==> src/rtl/core/tkbd_pkg.sv <==
// ----------------------------------------------------------------------------
// Touch key baseline detector package
// Shared constants, item and result types for the detector core.
// ----------------------------------------------------------------------------
package tkbd_pkg;

    localparam int RUN_LENGTH_DEF = 50;
    localparam int FIFO_DEPTH_DEF = 16;

    localparam int SAMPLE_W = 16;
    localparam int GATE_W   = 16;
    localparam int APB_ADDR_W = 3;
    localparam int APB_DATA_W = 32;

    localparam logic [GATE_W-1:0] GATE_RESET = 16'd50;

    localparam logic [APB_ADDR_W-1:0] ADDR_ENABLE = 3'd0;
    localparam logic [APB_ADDR_W-1:0] ADDR_GATE   = 3'd4;

    localparam logic CMD_SAMPLE = 1'b0;
    localparam logic CMD_POP    = 1'b1;

    localparam logic EVT_TOUCH   = 1'b0;
    localparam logic EVT_RELEASE = 1'b1;

    // What the back end has to do with a queued transaction.
    typedef enum logic [1:0] {
        KIND_REFUSED = 2'd0,
        KIND_SAMPLE  = 2'd1,
        KIND_POP     = 2'd2
    } kind_t;

    typedef enum logic [1:0] {
        DIR_IDLE    = 2'd0,
        DIR_TOUCH   = 2'd1,
        DIR_RELEASE = 2'd2
    } dir_t;

    typedef struct packed {
        kind_t               kind;
        logic [SAMPLE_W-1:0] sample;
    } item_t;

    typedef struct packed {
        logic status;
        logic event_valid;
        logic event_code;
        logic dropped;
    } result_t;

endpackage

==> src/rtl/core/touch_key_baseline_detector_core.sv <==
// A transaction accepted at s_ passes the front-end queue and the result register to m_.
// Throughput: one transaction per cycle while m_tready is high; a sample that completes
// a run stalls the back end while the reciprocal divider forms the new baseline.
// Reset: aresetn is synchronous and active low; it clears the baseline tracker,
// the event FIFO pointers, the queue and the registers (enable 0, gate 50).
// The event FIFO storage itself is not cleared; entries are written before read.
// ----------------------------------------------------------------------------
// Touch key baseline detector core
// Capacitive key detector with adaptive baseline, run averaging and event FIFO.
// ----------------------------------------------------------------------------
module touch_key_baseline_detector_core #(
    parameter int RUN_LENGTH = tkbd_pkg::RUN_LENGTH_DEF,
    parameter int FIFO_DEPTH = tkbd_pkg::FIFO_DEPTH_DEF
) (
    input  logic                              aclk,
    input  logic                              aresetn,
    // Input stream. s_tdata: [0] cmd, [16:1] sample, [23:17] zero.
    input  logic                              s_tvalid,
    output logic                              s_tready,
    input  logic [23:0]                       s_tdata,
    // Result stream. m_tdata: [0] status, [1] event_valid, [2] event_code,
    // [3] dropped, [7:4] zero.
    output logic                              m_tvalid,
    input  logic                              m_tready,
    output logic [7:0]                        m_tdata,
    // Configuration port.
    input  logic                              psel,
    input  logic                              penable,
    input  logic                              pwrite,
    input  logic [tkbd_pkg::APB_ADDR_W-1:0]   paddr,
    input  logic [tkbd_pkg::APB_DATA_W-1:0]   pwdata,
    output logic [tkbd_pkg::APB_DATA_W-1:0]   prdata,
    output logic                              pready
);

    logic                        enable_reg, enable_next;
    logic [tkbd_pkg::GATE_W-1:0] gate_reg, gate_next;
    logic                        cfg_write;
    logic                        item_valid;
    tkbd_pkg::item_t             item;
    logic                        item_take;
    tkbd_pkg::result_t           result;

    // The register port never waits. A register takes its value on the access
    // cycle of a write transaction; addresses outside the map are ignored.
    assign pready    = 1'b1;
    assign cfg_write = psel & penable & pwrite & pready;

    always_comb begin
        enable_next = enable_reg;
        gate_next   = gate_reg;
        if (cfg_write) begin
            case (paddr)
                tkbd_pkg::ADDR_ENABLE: enable_next = pwdata[0];
                tkbd_pkg::ADDR_GATE:   gate_next   = pwdata[tkbd_pkg::GATE_W-1:0];
                default: begin
                    enable_next = enable_reg;
                    gate_next   = gate_reg;
                end
            endcase
        end
    end

    always_comb begin
        case (paddr)
            tkbd_pkg::ADDR_ENABLE: prdata = {{(tkbd_pkg::APB_DATA_W-1){1'b0}}, enable_reg};
            tkbd_pkg::ADDR_GATE:
                prdata = {{(tkbd_pkg::APB_DATA_W-tkbd_pkg::GATE_W){1'b0}}, gate_reg};
            default: prdata = '0;
        endcase
    end

    always_ff @(posedge aclk) begin
        if (!aresetn) begin
            enable_reg <= 1'b0;
            gate_reg   <= tkbd_pkg::GATE_RESET;
        end else begin
            enable_reg <= enable_next;
            gate_reg   <= gate_next;
        end
    end

    // The front end tags each transaction as refused, sample or pop and queues
    // it, so new input keeps flowing while the back end waits on the divider
    // or on a stalled result.
    tkbd_front u_front (
        .aclk       (aclk),
        .aresetn    (aresetn),
        .s_tvalid   (s_tvalid),
        .s_tready   (s_tready),
        .s_cmd      (s_tdata[0]),
        .s_sample   (s_tdata[16:1]),
        .enable     (enable_reg),
        .item_valid (item_valid),
        .item       (item),
        .item_take  (item_take)
    );

    // The back end owns all tracker state. It compares each sample against the
    // baseline plus or minus the gate, accumulates runs, pushes touch and
    // release events, serves pops, and holds one result in its output register.
    tkbd_back #(
        .RUN_LENGTH (RUN_LENGTH),
        .FIFO_DEPTH (FIFO_DEPTH)
    ) u_back (
        .aclk       (aclk),
        .aresetn    (aresetn),
        .gate       (gate_reg),
        .item_valid (item_valid),
        .item       (item),
        .item_take  (item_take),
        .m_tvalid   (m_tvalid),
        .m_tready   (m_tready),
        .result     (result)
    );

    assign m_tdata = {4'b0000, result.dropped, result.event_code,
                      result.event_valid, result.status};

endmodule

==> src/rtl/core/tkbd_front.sv <==
// ----------------------------------------------------------------------------
// Touch key detector front end
// Classifies incoming transactions and holds them in a two-entry queue.
// ----------------------------------------------------------------------------
module tkbd_front (
    input  logic                          aclk,
    input  logic                          aresetn,
    input  logic                          s_tvalid,
    output logic                          s_tready,
    input  logic                          s_cmd,
    input  logic [tkbd_pkg::SAMPLE_W-1:0] s_sample,
    input  logic                          enable,
    output logic                          item_valid,
    output tkbd_pkg::item_t               item,
    input  logic                          item_take
);

    tkbd_pkg::item_t slot_reg [2];
    tkbd_pkg::item_t in_item;
    logic            wr_ptr_reg, wr_ptr_next;
    logic            rd_ptr_reg, rd_ptr_next;
    logic [1:0]      count_reg, count_next;
    logic            push;
    logic            pop;

    // A disabled device refuses everything, so the decision is made on entry.
    always_comb begin
        in_item.sample = s_sample;
        if (!enable) begin
            in_item.kind = tkbd_pkg::KIND_REFUSED;
        end else if (s_cmd == tkbd_pkg::CMD_POP) begin
            in_item.kind = tkbd_pkg::KIND_POP;
        end else begin
            in_item.kind = tkbd_pkg::KIND_SAMPLE;
        end
    end

    assign s_tready   = (count_reg != 2'd2);
    assign push       = s_tvalid & s_tready;
    assign pop        = item_take & item_valid;
    assign item_valid = (count_reg != 2'd0);
    assign item       = slot_reg[rd_ptr_reg];

    always_comb begin
        wr_ptr_next = push ? ~wr_ptr_reg : wr_ptr_reg;
        rd_ptr_next = pop ? ~rd_ptr_reg : rd_ptr_reg;
        case ({push, pop})
            2'b10:   count_next = count_reg + 2'd1;
            2'b01:   count_next = count_reg - 2'd1;
            default: count_next = count_reg;
        endcase
    end

    always_ff @(posedge aclk) begin
        if (!aresetn) begin
            wr_ptr_reg <= 1'b0;
            rd_ptr_reg <= 1'b0;
            count_reg  <= 2'd0;
        end else begin
            wr_ptr_reg <= wr_ptr_next;
            rd_ptr_reg <= rd_ptr_next;
            count_reg  <= count_next;
        end
    end

    always_ff @(posedge aclk) begin
        if (push) begin
            slot_reg[wr_ptr_reg] <= in_item;
        end
    end

endmodule

==> src/rtl/core/tkbd_div.sv <==
// ----------------------------------------------------------------------------
// Touch key detector run average divider
// Divides a run sum by the run length with a reciprocal multiply and one fix-up.
// ----------------------------------------------------------------------------
module tkbd_div #(
    parameter int RUN_LENGTH = tkbd_pkg::RUN_LENGTH_DEF
) (
    input  logic                                                  aclk,
    input  logic                                                  aresetn,
    input  logic                                                  start,
    input  logic [tkbd_pkg::SAMPLE_W+$clog2(RUN_LENGTH)-1:0]      dividend,
    output logic                                                  busy,
    output logic                                                  done,
    output logic [tkbd_pkg::SAMPLE_W-1:0]                         quotient
);

    localparam int SUM_W     = tkbd_pkg::SAMPLE_W + $clog2(RUN_LENGTH);
    localparam int DIV_SHIFT = SUM_W + $clog2(RUN_LENGTH);
    localparam int RECIP_W   = DIV_SHIFT + 1;
    localparam int PROD_W    = SUM_W + RECIP_W;
    localparam int RL_W      = $clog2(RUN_LENGTH + 1);
    localparam int REM_W     = RL_W + 1;
    localparam int BACK_W    = SUM_W + RL_W;

    // floor(2^DIV_SHIFT / RUN_LENGTH) underestimates the quotient by at most one.
    localparam logic [RECIP_W-1:0] RECIP   = RECIP_W'((64'd1 << DIV_SHIFT) / RUN_LENGTH);
    localparam logic [RL_W-1:0]    DIVISOR = RL_W'(RUN_LENGTH);
    localparam logic [REM_W-1:0]   DIVISOR_R = REM_W'(RUN_LENGTH);

    logic                          a_valid_reg;
    logic [PROD_W-1:0]             prod_reg;
    logic [SUM_W-1:0]              x_reg;
    logic                          b_valid_reg;
    logic [tkbd_pkg::SAMPLE_W-1:0] q_reg;
    logic [REM_W-1:0]              rem_reg;
    logic [SUM_W-1:0]              q_est;
    logic [BACK_W-1:0]             back_prod;
    logic [SUM_W-1:0]              rem_full;

    assign q_est     = prod_reg[DIV_SHIFT +: SUM_W];
    assign back_prod = BACK_W'(q_est) * BACK_W'(DIVISOR);
    assign rem_full  = x_reg - back_prod[SUM_W-1:0];

    always_ff @(posedge aclk) begin
        if (!aresetn) begin
            a_valid_reg <= 1'b0;
            b_valid_reg <= 1'b0;
        end else begin
            a_valid_reg <= start;
            b_valid_reg <= a_valid_reg;
        end
    end

    always_ff @(posedge aclk) begin
        prod_reg <= PROD_W'(dividend) * PROD_W'(RECIP);
        x_reg    <= dividend;
        q_reg    <= q_est[tkbd_pkg::SAMPLE_W-1:0];
        rem_reg  <= rem_full[REM_W-1:0];
    end

    assign busy     = a_valid_reg | b_valid_reg;
    assign done     = b_valid_reg;
    assign quotient = (rem_reg >= DIVISOR_R) ? q_reg + {{(tkbd_pkg::SAMPLE_W-1){1'b0}}, 1'b1}
                                             : q_reg;

endmodule

==> src/rtl/core/tkbd_back.sv <==
// ----------------------------------------------------------------------------
// Touch key detector back end
// Runs the baseline tracker, the event FIFO and the result register.
// ----------------------------------------------------------------------------
module tkbd_back #(
    parameter int RUN_LENGTH = tkbd_pkg::RUN_LENGTH_DEF,
    parameter int FIFO_DEPTH = tkbd_pkg::FIFO_DEPTH_DEF
) (
    input  logic                        aclk,
    input  logic                        aresetn,
    input  logic [tkbd_pkg::GATE_W-1:0] gate,
    input  logic                        item_valid,
    input  tkbd_pkg::item_t             item,
    output logic                        item_take,
    output logic                        m_tvalid,
    input  logic                        m_tready,
    output tkbd_pkg::result_t           result
);

    localparam int SAMPLE_W = tkbd_pkg::SAMPLE_W;
    localparam int SUM_W    = SAMPLE_W + $clog2(RUN_LENGTH);
    localparam int CNT_W    = $clog2(RUN_LENGTH + 1);
    localparam int PTR_W    = $clog2(FIFO_DEPTH);
    localparam int FCNT_W   = $clog2(FIFO_DEPTH + 1);

    logic [SAMPLE_W-1:0] baseline_reg, baseline_next;
    logic [SUM_W-1:0]    sum_reg, sum_next;
    logic [CNT_W-1:0]    cnt_reg, cnt_next;
    tkbd_pkg::dir_t      dir_reg, dir_next;
    tkbd_pkg::dir_t      last_reg, last_next;
    logic [PTR_W-1:0]    wptr_reg, wptr_next;
    logic [PTR_W-1:0]    rptr_reg, rptr_next;
    logic [FCNT_W-1:0]   fcount_reg, fcount_next;
    logic                fifo_mem [FIFO_DEPTH];
    logic                out_valid_reg, out_valid_next;
    tkbd_pkg::result_t   out_reg;

    logic                fire;
    logic                is_sample;
    logic                is_pop;
    logic [SAMPLE_W:0]   upper;
    logic                below;
    tkbd_pkg::dir_t      side;
    logic                same;
    logic [CNT_W-1:0]    cnt_inc;
    logic [SUM_W-1:0]    sum_acc;
    logic                run_done;
    logic                report;
    logic                fifo_full;
    logic                fifo_empty;
    logic                push;
    logic                pop;
    logic                dropped;
    logic                code;
    logic                div_busy;
    logic                div_done;
    logic [SAMPLE_W-1:0] div_quot;

    tkbd_div #(
        .RUN_LENGTH (RUN_LENGTH)
    ) u_div (
        .aclk     (aclk),
        .aresetn  (aresetn),
        .start    (is_sample & run_done),
        .dividend (sum_acc),
        .busy     (div_busy),
        .done     (div_done),
        .quotient (div_quot)
    );

    // The back end halts while a new baseline is being computed.
    assign fire      = item_valid & ~div_busy & (~out_valid_reg | m_tready);
    assign item_take = fire;
    assign is_sample = fire & (item.kind == tkbd_pkg::KIND_SAMPLE);
    assign is_pop    = fire & (item.kind == tkbd_pkg::KIND_POP);

    // Release test is sample + gate < baseline, which avoids a negative bound.
    assign upper = {1'b0, baseline_reg} + {1'b0, gate};
    assign below = ({1'b0, item.sample} + {1'b0, gate}) < {1'b0, baseline_reg};

    always_comb begin
        if ({1'b0, item.sample} > upper) begin
            side = tkbd_pkg::DIR_TOUCH;
        end else if (below) begin
            side = tkbd_pkg::DIR_RELEASE;
        end else begin
            side = tkbd_pkg::DIR_IDLE;
        end
    end

    assign same     = (dir_reg == side);
    assign cnt_inc  = (same ? cnt_reg : '0) + CNT_W'(1);
    assign sum_acc  = (same ? sum_reg : '0) + SUM_W'(item.sample);
    assign run_done = (side != tkbd_pkg::DIR_IDLE) && (cnt_inc == CNT_W'(RUN_LENGTH));

    assign report     = run_done && (baseline_reg != '0) && (last_reg != side);
    assign fifo_full  = (fcount_reg == FCNT_W'(FIFO_DEPTH));
    assign fifo_empty = (fcount_reg == '0);
    assign push       = is_sample & report & ~fifo_full;
    assign dropped    = report & fifo_full;
    assign pop        = is_pop & ~fifo_empty;
    assign code       = (side == tkbd_pkg::DIR_RELEASE) ? tkbd_pkg::EVT_RELEASE
                                                       : tkbd_pkg::EVT_TOUCH;

    always_comb begin
        baseline_next = div_done ? div_quot : baseline_reg;
        sum_next      = sum_reg;
        cnt_next      = cnt_reg;
        dir_next      = dir_reg;
        last_next     = last_reg;
        if (is_sample) begin
            dir_next = side;
            if (side == tkbd_pkg::DIR_IDLE || run_done) begin
                cnt_next = '0;
                sum_next = '0;
            end else begin
                cnt_next = cnt_inc;
                sum_next = sum_acc;
            end
            if (run_done && baseline_reg != '0) begin
                last_next = side;
            end
        end
    end

    always_comb begin
        wptr_next   = wptr_reg;
        rptr_next   = rptr_reg;
        fcount_next = fcount_reg;
        if (push) begin
            wptr_next   = (wptr_reg == PTR_W'(FIFO_DEPTH - 1)) ? '0 : wptr_reg + PTR_W'(1);
            fcount_next = fcount_reg + FCNT_W'(1);
        end
        if (pop) begin
            rptr_next   = (rptr_reg == PTR_W'(FIFO_DEPTH - 1)) ? '0 : rptr_reg + PTR_W'(1);
            fcount_next = fcount_reg - FCNT_W'(1);
        end
    end

    assign out_valid_next = fire | (out_valid_reg & ~m_tready);

    always_ff @(posedge aclk) begin
        if (!aresetn) begin
            baseline_reg  <= '0;
            sum_reg       <= '0;
            cnt_reg       <= '0;
            dir_reg       <= tkbd_pkg::DIR_IDLE;
            last_reg      <= tkbd_pkg::DIR_IDLE;
            wptr_reg      <= '0;
            rptr_reg      <= '0;
            fcount_reg    <= '0;
            out_valid_reg <= 1'b0;
        end else begin
            baseline_reg  <= baseline_next;
            sum_reg       <= sum_next;
            cnt_reg       <= cnt_next;
            dir_reg       <= dir_next;
            last_reg      <= last_next;
            wptr_reg      <= wptr_next;
            rptr_reg      <= rptr_next;
            fcount_reg    <= fcount_next;
            out_valid_reg <= out_valid_next;
        end
    end

    // Event storage and the result register carry payload only.
    always_ff @(posedge aclk) begin
        if (push) begin
            fifo_mem[wptr_reg] <= code;
        end
        if (fire) begin
            out_reg.status      <= (item.kind == tkbd_pkg::KIND_REFUSED);
            out_reg.event_valid <= pop;
            out_reg.event_code  <= pop ? fifo_mem[rptr_reg] : 1'b0;
            out_reg.dropped     <= is_sample & dropped;
        end
    end

    assign m_tvalid = out_valid_reg;
    assign result   = out_reg;

endmodule

==> config.mk <==
export PLATFORM = sky130hd
export DESIGN_NAME = touch_key_baseline_detector_core
export DESIGN_NICKNAME = d
export VERILOG_FILES = /design/src/rtl/core/tkbd_pkg.sv /design/src/rtl/core/touch_key_baseline_detector_core.sv /design/src/rtl/core/tkbd_front.sv /design/src/rtl/core/tkbd_div.sv /design/src/rtl/core/tkbd_back.sv
export SDC_FILE = /design/constraint.sdc
export NUM_CORES = 1
export LEC_CHECK = 0
export BUFFER_PORTS_ARGS = -buffer_cell sky130_fd_sc_hd__buf_4
export CORE_MARGIN = 2
export CORE_UTILIZATION = 35
export DETAILED_ROUTE_END_ITERATION = 6
export GPL_TIMING_DRIVEN = 0
export PLACE_DENSITY_LB_ADDON = 0.25
export SLEW_MARGIN = 5
export SYNTH_ARGS = -nofsm -noshare
export SYNTH_HDL_FRONTEND = slang
export SYNTH_SLANG_ARGS = --single-unit
==> constraint.sdc <==
create_clock -name aclk -period 16.4 [get_ports aclk]
set_input_delay 3.28 -clock aclk [delete_from_list [all_inputs] [get_ports aclk]]
set_output_delay 3.28 -clock aclk [all_outputs]
set_load 0.005 [all_outputs]
==> results of run 1 <==
## layout by cell type, fill, tap and decap left out, drive strengths merged, types with 11 or more instances in the layout
master  count
nand3      22
nand2b     16
xnor2      58
a211oi     23
conb       21
nor2b      19
a22o       25
dfxtp     130
nand2      92
o21ai      55
and3       48
inv       338
nor2       79
mux2       14
a21o       31
nor3       24
nand4      13
and2       26
edfxtp     56
o21bai     11
a31oi      15
a21oi      82
ha        305
xor2       34
clkbuf     40
buf        99
fa        169
mux2i      16
## logic make-up (layout without fill, tap and decap cells)
kind of cell,Yosys count,count (layout),share of synthesized area
DFF,186,186,0.235
adders and majority gates,474,474,0.395
buffers and inverters,384,481,0.0847
muxes,34,34,0.0224
xor gates and xnor gates,93,93,0.0454
and+or+nand+nor,380,380,0.107
AOI/OAI and AO/OA,297,297,0.110
other,2,21,0.000412
## path summary, 6_finish.rpt
kind	from	cells past startpoint	end
max	register	52	u_back.u_div.prod_reg[43]
min	u_back.u_div.prod_reg[42]	0	u_back.u_div.q_reg[14]
max reg2reg	register	52	u_back.u_div.prod_reg[43]
min reg2reg	u_back.u_div.prod_reg[42]	0	u_back.u_div.q_reg[14]
## routing by layer
layer / track usage / up-vias / routed length [microns]
met5: 0 / - / 0
met4: 0.0665 / 0 / 1570
met3: 0.0198 / 62 / 1340
met2: 0.298 / 201 / 22000
met1: 0.216 / 6375 / 19700
li1: - / 6424 / -
## cell type report
class                      instances  share of cell area
multi-input combinational       1299               0.617
sequential                       186               0.211
inverter                         327              0.0604
tap                              680              0.0419
timing repair buffer              66              0.0249
clock buffer                      17              0.0209
buffer                            56              0.0157
clock inverter                    15             0.00807
## repair_timing
| action | 4_1_cts | 5_1_grt |
|---|---|---|
| hold buffers | 0 | 0 |
| setup buffers | 0 | 0 |
| pin swaps | 0 | 0 |
| resized for setup | 3 | 8 |
| endpoints found under the setup margin | 8 | 14 |
| hold endpoints to repair | 0 | 0 |
## through the flow
stage | worst slack, ns | area, sq um | utilization | std cells
after global placement | -0.160 | 19600 | 0.382 | 2613
after global routing | 0.0130 | 20300 | 0.395 | 2646
after CTS | 0.0740 | 20300 | 0.394 | 2647
after detailed placement | -0.249 | 19700 | 0.383 | 2615
final | 0.992 | 20300 | 0.395 | 2646
after floorplan | 2.95 | 18300 | - | 1869
==> impl_metrics.yaml, run 1 <==
status:
  status: "completed"
routing:
  wl_per_cell_microns: 16.9
  first_pass_iters: 6
  drc_errors: 0
  drtIter0Drc: 594
  antenna_left: 0
  vias: 13100
  viasPerCell: 4.94
  routed_wirelength_mm: 44.6
global_route:
  overflow: 0
  antenna_found_initial: 1
  grt_max_degree: 21
  grt_pass1_wl_mm: 71.6
  grt_pass1_vias: 13400
  grt_use_total: 0.171
clock_tree:
  htreeDepth: 4
  cts_inserted_buffers: 17
  cts_tree: "yes"
  cts-root-buf: "clkbuf_16"
  cts.sinks: 186
  max-clock-path-buffers: 2
  clock_latency_ns: 0.46
  cts.clk_slew.worst_paths_ns: 0.08
final_layout:
  diodes: 0
  final-seq-area_sq_mm: 0.00428
  fillers: 5048
  area.growth.synth_to_final_pct: 11.5
  fin_nets: 2493
  multiInputGateArea_sq_mm: 0.0125
  drive_gt1_frac: 0.0905
  largest_reg_flops: 36
synthesis:
  ys_seq_area_frac: 0.235
  synth_enable_flop_cells: 56
  synth_top_area_share: 0.209
  syn-cell-area_sq_mm: 0.0182
  ys_warn_count: 0
  avgSynthCellArea_sq_um: 9.86
  postSynthCellCount: 1850
  ys_top_cells_by_area: "ha_1 21%, fa_1 19%, dfxtp_1 14%"
  synthArstFlopShare: 0
  synth.distinct_cells: 77
  yosysMostFrequentCell: "inv_1"
  synth-main-ff-cell: "dfxtp_1"
  synth_common_cells: "326 x inv_1, 305 x ha_1, 169 x fa_1"
  ys_ff_latch: 186
  synth_area_leader_cell: "ha_1"
placed_design:
  hpwlAfterDp_mm: 38.3
  io_buffers: 64
  place_congestion: 0.875
hold_path:
  min_path_type: "register to register"
die:
  die-area_sq_mm: 0.0539
  die_width_microns: 232
  ioPinCount: 109
  core_area_sq_mm: 0.0514
  rows: 83
  die_h_microns: 232
  start_util: 0.355
sta:
  fin_tns_setup_ns: 0
  slew_headroom: 0.0732
  min_period_over_period: 0.939
  final-setup-viol-count: 0
  period_needed_ns: 15.41
  holdWs_ns: 0.330
  tightest_slew_ns: 1.38
  slew_viol_final: 0
  fmax_ghz: 0.0649
  report.final.hold_viol_count: 0
  rsz0062_at_grt: "false"
  skew_ns: 0.0139
critical_path:
  path_class: "register to register"
  crit_top_cell: "fa_1"
  path_delay_family: "compound AO/OA/AOI/OAI gates"
  rrSetupSlack_ns: 0.99
  arrival_ns: 15.74
  cp-end-kind: "register"
  worst-path-buf-inv: 6
  crit_fanout: 10
  crit_required_ns: 16.73
  critPathSlowestCell: "xnor2_1"
  critPathLaunchType: "register"
  max_stage_delay_ns: 1.06
run:
  drv_cap: 0
Power of run 1 is not shown: default switching activity piles up to over one toggle a cycle in this logic, so the estimate is an artifact.
==> run 2, diff against run 1 <==
--- a/config.mk
+++ b/config.mk
@@ -7,7 +7,7 @@
 export LEC_CHECK = 0
 export BUFFER_PORTS_ARGS = -buffer_cell sky130_fd_sc_hd__buf_4
 export CORE_MARGIN = 2
-export CORE_UTILIZATION = 35
+export CORE_UTILIZATION = 46
 export DETAILED_ROUTE_END_ITERATION = 6
 export GPL_TIMING_DRIVEN = 0
 export PLACE_DENSITY_LB_ADDON = 0.25
==> run 2 against run 1 <==
Against the previous run: first-iteration DRC count down 0.34%; setup slack gained 0.24 ns; highest routed layer unchanged; critical path depth rose by 5; non-clock buffer count shrank 1.
==> impl_metrics.yaml, run 2 (synthesis gave the netlist of run 1 again) <==
clock_tree:
  cts.clk_slew.worst_paths_ns: 0.07
  cts_inserted_buffers: 17
  htreeDepth: 4
  cts.sinks: 186
  cts_tree: "yes"
  clock_latency_ns: 0.44
  cts-hold-fix-buffers: 0
  max-clock-path-buffers: 2
  cts-root-buf: "clkbuf_16"
final_layout:
  largest_reg_flops: 36
  utilization: 0.514
  fillers: 3567
  drive_gt1_frac: 0.0860
  diodes: 0
  final_common_cell: "inv_1"
  area.growth.synth_to_final_pct: 9.78
  layout_common_cells: "326 x inv_1, 305 x ha_1, 169 x fa_1, 130 x dfxtp_1, 92 x nand2_1"
  fin_nets: 2492
global_route:
  grt_pass1_vias: 13400
  grt_use_total: 0.215
  grt_max_degree: 19
  overflow: 0
  antenna_found_initial: 0
  grt_pass1_wl_mm: 69.5
sta:
  rsz0062_at_grt: "false"
  final-setup-viol-count: 0
  report.final.hold_viol_count: 0
  period_needed_ns: 15.17
  min_period_over_period: 0.925
  fin_tns_setup_ns: 0
  fmax_ghz: 0.0659
  tightest_slew_ns: 1.32
  slew_viol_final: 0
  skew_ns: 0.0107
  slew_headroom: 0.113
hold_path:
  min_path_type: "register to register"
  hold_depth: 0
routing:
  antenna_left: 0
  viasPerCell: 5.29
  drtIter0Drc: 592
  first_pass_iters: 5
  routed_wirelength_mm: 42.5
  vias: 13100
  wl_per_cell_microns: 17.1
  drc_errors: 0
die:
  start_util: 0.469
  die_width_microns: 203
  die-area_sq_mm: 0.0412
  ioPinCount: 109
  rows: 72
  core_area_sq_mm: 0.0389
  die_h_microns: 203
critical_path:
  crit_fanout: 10
  critPathSlowestCell: "fa_1"
  crit_top_cell: "ha_1"
  crit_required_ns: 16.72
  worstRegToRegCells: 57
  arrival_ns: 15.48
  max_stage_delay_ns: 0.57
  cp-end-kind: "register"
  critPathLaunchType: "register"
  path_class: "register to register"
status:
  status: "completed"
placed_design:
  hpwlAfterDp_mm: 36.3
  io_buffers: 64
  place_congestion: 0.956
run:
  drv_cap: 0
## run 2: cell types whose count changed in the layout (fill, tap and decap cells not counted), moves of 3 or more
cell | before | now
clkbuf_1 | 21 | 24
clkinv_8 | 3 | 0
inv_8 | 4 | 1
inv_6 | 8 | 1
## run 2: repair_timing
| item | 4_1_cts | 5_1_grt |
|---|---|---|
| gates resized for setup | 0 | 8 |
| setup endpoints to repair | 0 | 13 |
| setup buffers | 0 | 0 |
| endpoints found under the hold margin | 0 | 0 |
## run 2: metal layers
layer  global-route usage  part of all wire  vias to the layer above
li1                     -                 -                     6407
met3               0.0231             0.035                       66
met1                0.274              0.44                     6399
met2                0.376              0.49                      246
met5                    0                 0                        -
met4               0.0803             0.032                        0
## run 2: final timing paths
| check | start | endpoint | slack [ns] |
|---|---|---|---|
| worst max register to register | register | u_back.u_div.prod_reg[43] | 1.23 |
| worst min register to register | u_back.u_div.prod_reg[43] | u_back.u_div.q_reg[15] | 0.33 |
| worst max-delay path | register | u_back.u_div.prod_reg[43] | 1.23 |
| worst min-delay path | u_back.u_div.prod_reg[43] | u_back.u_div.q_reg[15] | 0.33 |
## run 2: area by class of cell
cell class | count | area, sq um | area share
inverters | 327 | 1230 | 0.0613
multi-input cells | 1299 | 12500 | 0.625
well taps | 518 | 648 | 0.0324
clock inverters | 8 | 61.3 | 0.00306
plain buffers | 56 | 317 | 0.0158
repair buffers | 65 | 495 | 0.0248
clock buffers | 23 | 472 | 0.0236
flip-flops and latches | 186 | 4280 | 0.214
## run 2: critical path: cells and delay by family, from the launching register on
family                   cells  cell delay [ns]
flip-flops                   1             0.35
XOR/XNOR                     3             0.70
buffers and inverters        8             1.55
AND/OR/NAND/NOR              7             1.16
multiplexers                 1             0.36
adder cells (fa/ha/maj)     12             4.76
AO/OA/AOI/OAI               26             6.16
## run 2: per-stage QoR
step	setup WS, ns	area [sq um]	std cells	hold WS (ns)
final	1.23	20000	2482	0.333
after global routing	0.107	20000	2482	0.346
after CTS	0.0738	20000	2483	0.333
after detailed placement	0.121	19500	2452	0.313
after global placement	0.169	19400	2451	0.313
after floorplan	2.95	18300	1869	0.310
Power of run 2 is left out for the same reason.
==> run 3, diff against run 2 <==
--- a/config.mk
+++ b/config.mk
@@ -5,6 +5,7 @@
 export SDC_FILE = /design/constraint.sdc
 export NUM_CORES = 1
 export LEC_CHECK = 0
+export ABC_AREA = 1
 export BUFFER_PORTS_ARGS = -buffer_cell sky130_fd_sc_hd__buf_4
 export CORE_MARGIN = 2
 export CORE_UTILIZATION = 46
==> run 3 against run 2 <==
Against the previous run: count of clock-buffer cells in the layout decreased by 4; highest routed layer is now met5; sequential cell count unchanged; setup slack better by 0.079 ns; cell count is 10% higher; sequential share of layout area decreased by 0.41 points; register-to-register slack gained 0.08 ns; global-route usage up 0.66 points; largest cell class unchanged.
==> impl_metrics.yaml, run 3 <==
status:
  status: "completed"
critical_path:
  arrival_ns: 15.44
  cp-end-kind: "register"
  crit_top_cell: "nand2_1"
  worst-path-buf-inv: 12
  rrSetupSlack_ns: 1.31
  max_stage_delay_ns: 0.57
  crit_required_ns: 16.75
  crit_fanout: 10
  critPathLaunchType: "register"
  path_class: "register to register"
  path_delay_family: "compound AO/OA/AOI/OAI gates"
  critPathSlowestCell: "fa_1"
  r2r-end: "u_back.u_div.prod_reg[43]"
  worstRegToRegCells: 67
placed_design:
  io_buffers: 63
  place_congestion: 0.934
  post-place-cells: 2700
  hpwlAfterDp_mm: 37.6
synthesis:
  ys_warn_count: 0
  yosysMostFrequentCell: "inv_1"
  synth_enable_flop_cells: 56
  synth_common_cells: "468 x inv_1, 305 x ha_1, 216 x nand2_1"
  synthArstFlopShare: 0
  ys_ff_latch: 186
  avgSynthCellArea_sq_um: 8.89
  synth.distinct_cells: 65
  synth_top_area_share: 0.205
  ys_top_cells_by_area: "ha_1 21%, fa_1 18%, dfxtp_1 14%"
  ys_seq_area_frac: 0.231
  postSynthCellCount: 2091
  syn-cell-area_sq_mm: 0.0186
  synth_area_leader_cell: "ha_1"
  synth-main-ff-cell: "dfxtp_1"
final_layout:
  final_common_cell: "inv_1"
  area.growth.synth_to_final_pct: 9.83
  drive_gt1_frac: 0.0838
  diodes: 0
  largest_reg_flops: 36
  fin_nets: 2734
  layout_common_cells: "468 x inv_1, 305 x ha_1, 216 x nand2_1, 169 x fa_1, 136 x a21oi_1"
  stdcell_count: 2732
sta:
  skew_ns: 0.00767
  report.final.hold_viol_count: 0
  period_needed_ns: 15.09
  rsz0062_at_grt: "false"
  tightest_slew_ns: 1.06
  fin_tns_setup_ns: 0
  slew_headroom: 0.293
  fmax_ghz: 0.0663
  final-setup-viol-count: 0
  min_period_over_period: 0.920
  slew_viol_final: 0
clock_tree:
  max-clock-path-buffers: 2
  htreeDepth: 4
  cts_tree: "yes"
  cts_inserted_buffers: 17
  cts.sinks: 186
  cts-root-buf: "clkbuf_16"
  post_cts_buffers: 0
  clock_latency_ns: 0.45
  cts.clk_slew.worst_paths_ns: 0.07
hold_path:
  hold_depth: 0
  hold-path-endpoint: "u_back.u_div.q_reg[6]"
  min-delay-start: "u_back.u_div.prod_reg[34]"
  min_path_type: "register to register"
die:
  die_width_microns: 205
  rows: 73
  core_area_sq_mm: 0.0398
  ioPinCount: 109
  die-area_sq_mm: 0.0420
  start_util: 0.467
  die_h_microns: 205
global_route:
  overflow: 0
  antenna_found_initial: 3
  grt_pass1_wl_mm: 72.2
  grt_pass1_vias: 14300
  grt_max_degree: 17
  grt_use_total: 0.222
routing:
  antenna_left: 0
  drc_errors: 0
  routed_wirelength_mm: 43.6
  viasPerCell: 5.01
  vias: 13700
  drtIter0Drc: 658
  first_pass_iters: 5
  wl_per_cell_microns: 15.9
run:
  drv_cap: 0
## run 3: cell types whose count changed after synthesis, moves of 22 or more
cell | before | now
a21o_1 | 31 | 8
a21oi_1 | 81 | 136
a22o_1 | 25 | 0
and2_1 | 26 | 1
and3_1 | 48 | 3
inv_1 | 326 | 468
nand2_1 | 92 | 216
nor2_1 | 78 | 135
o21ai_0 | 48 | 80
xnor2_1 | 58 | 36
xor2_1 | 34 | 59
## run 3: stage by stage
step           worst slack [ns]  hold slack [ns]  cell area, sq um  utilization
5_1_grt                  0.0602            0.338             20400        0.512
2_1_floorplan              4.12            0.310             18700            -
6_report                   1.31            0.329             20400        0.512
4_1_cts                    1.15            0.330             20400        0.512
3_3_place_gp               1.51            0.316             19800        0.497
3_5_place_dp               1.21            0.312             19800        0.498
## run 3: metal layers
metal | global-route usage | part of all wire
met2 | 0.389 | 0.49
met5 | 0 | 0.00030
met3 | 0.0310 | 0.041
met1 | 0.280 | 0.44
met4 | 0.0737 | 0.028
## run 3: what timing repair did
item	4_1_cts	5_1_grt
gates resized for setup	0	1
endpoints found under the setup margin	0	1
hold buffers	0	0
endpoints found under the hold margin	0	0
## run 3: final cells by class
cell class / count / area [sq um]
inverters: 481 / 1810
plain buffers: 45 / 250
clock buffers: 19 / 443
flip-flops and latches: 186 / 4280
well taps: 525 / 657
repair buffers: 65 / 503
clock inverters: 13 / 139
fillers: 3700 / 19400
multi-input cells: 1398 / 12300
## run 3: how the worst max path moves through the flow
stage | start | endpoint | slack [ns] | cells past startpoint
after CTS | register | u_back.u_div.prod_reg[43] | 1.15 | 67
final | register | u_back.u_div.prod_reg[43] | 1.31 | 67
after global placement | register | u_back.u_div.prod_reg[43] | 1.51 | 67
after floorplan | register | u_back.u_div.prod_reg[43] | 4.12 | 62
after detailed placement | register | u_back.u_div.prod_reg[43] | 1.21 | 67
after global routing | register | u_back.u_div.prod_reg[43] | 0.06 | 67
## run 3: kinds of logic (layout without fill, tap and decap cells)
kind of cell	after synthesis	count (layout)	synth area share
buf+inv	526	623	0.111
simple gates	483	483	0.118
fa+ha+maj	474	474	0.388
compound gates	305	305	0.0954
flops	186	186	0.231
xor+xnor	97	97	0.0465
mux	18	18	0.0106
other cells	2	21	0.000404
Power of run 3 is left out for the same reason.
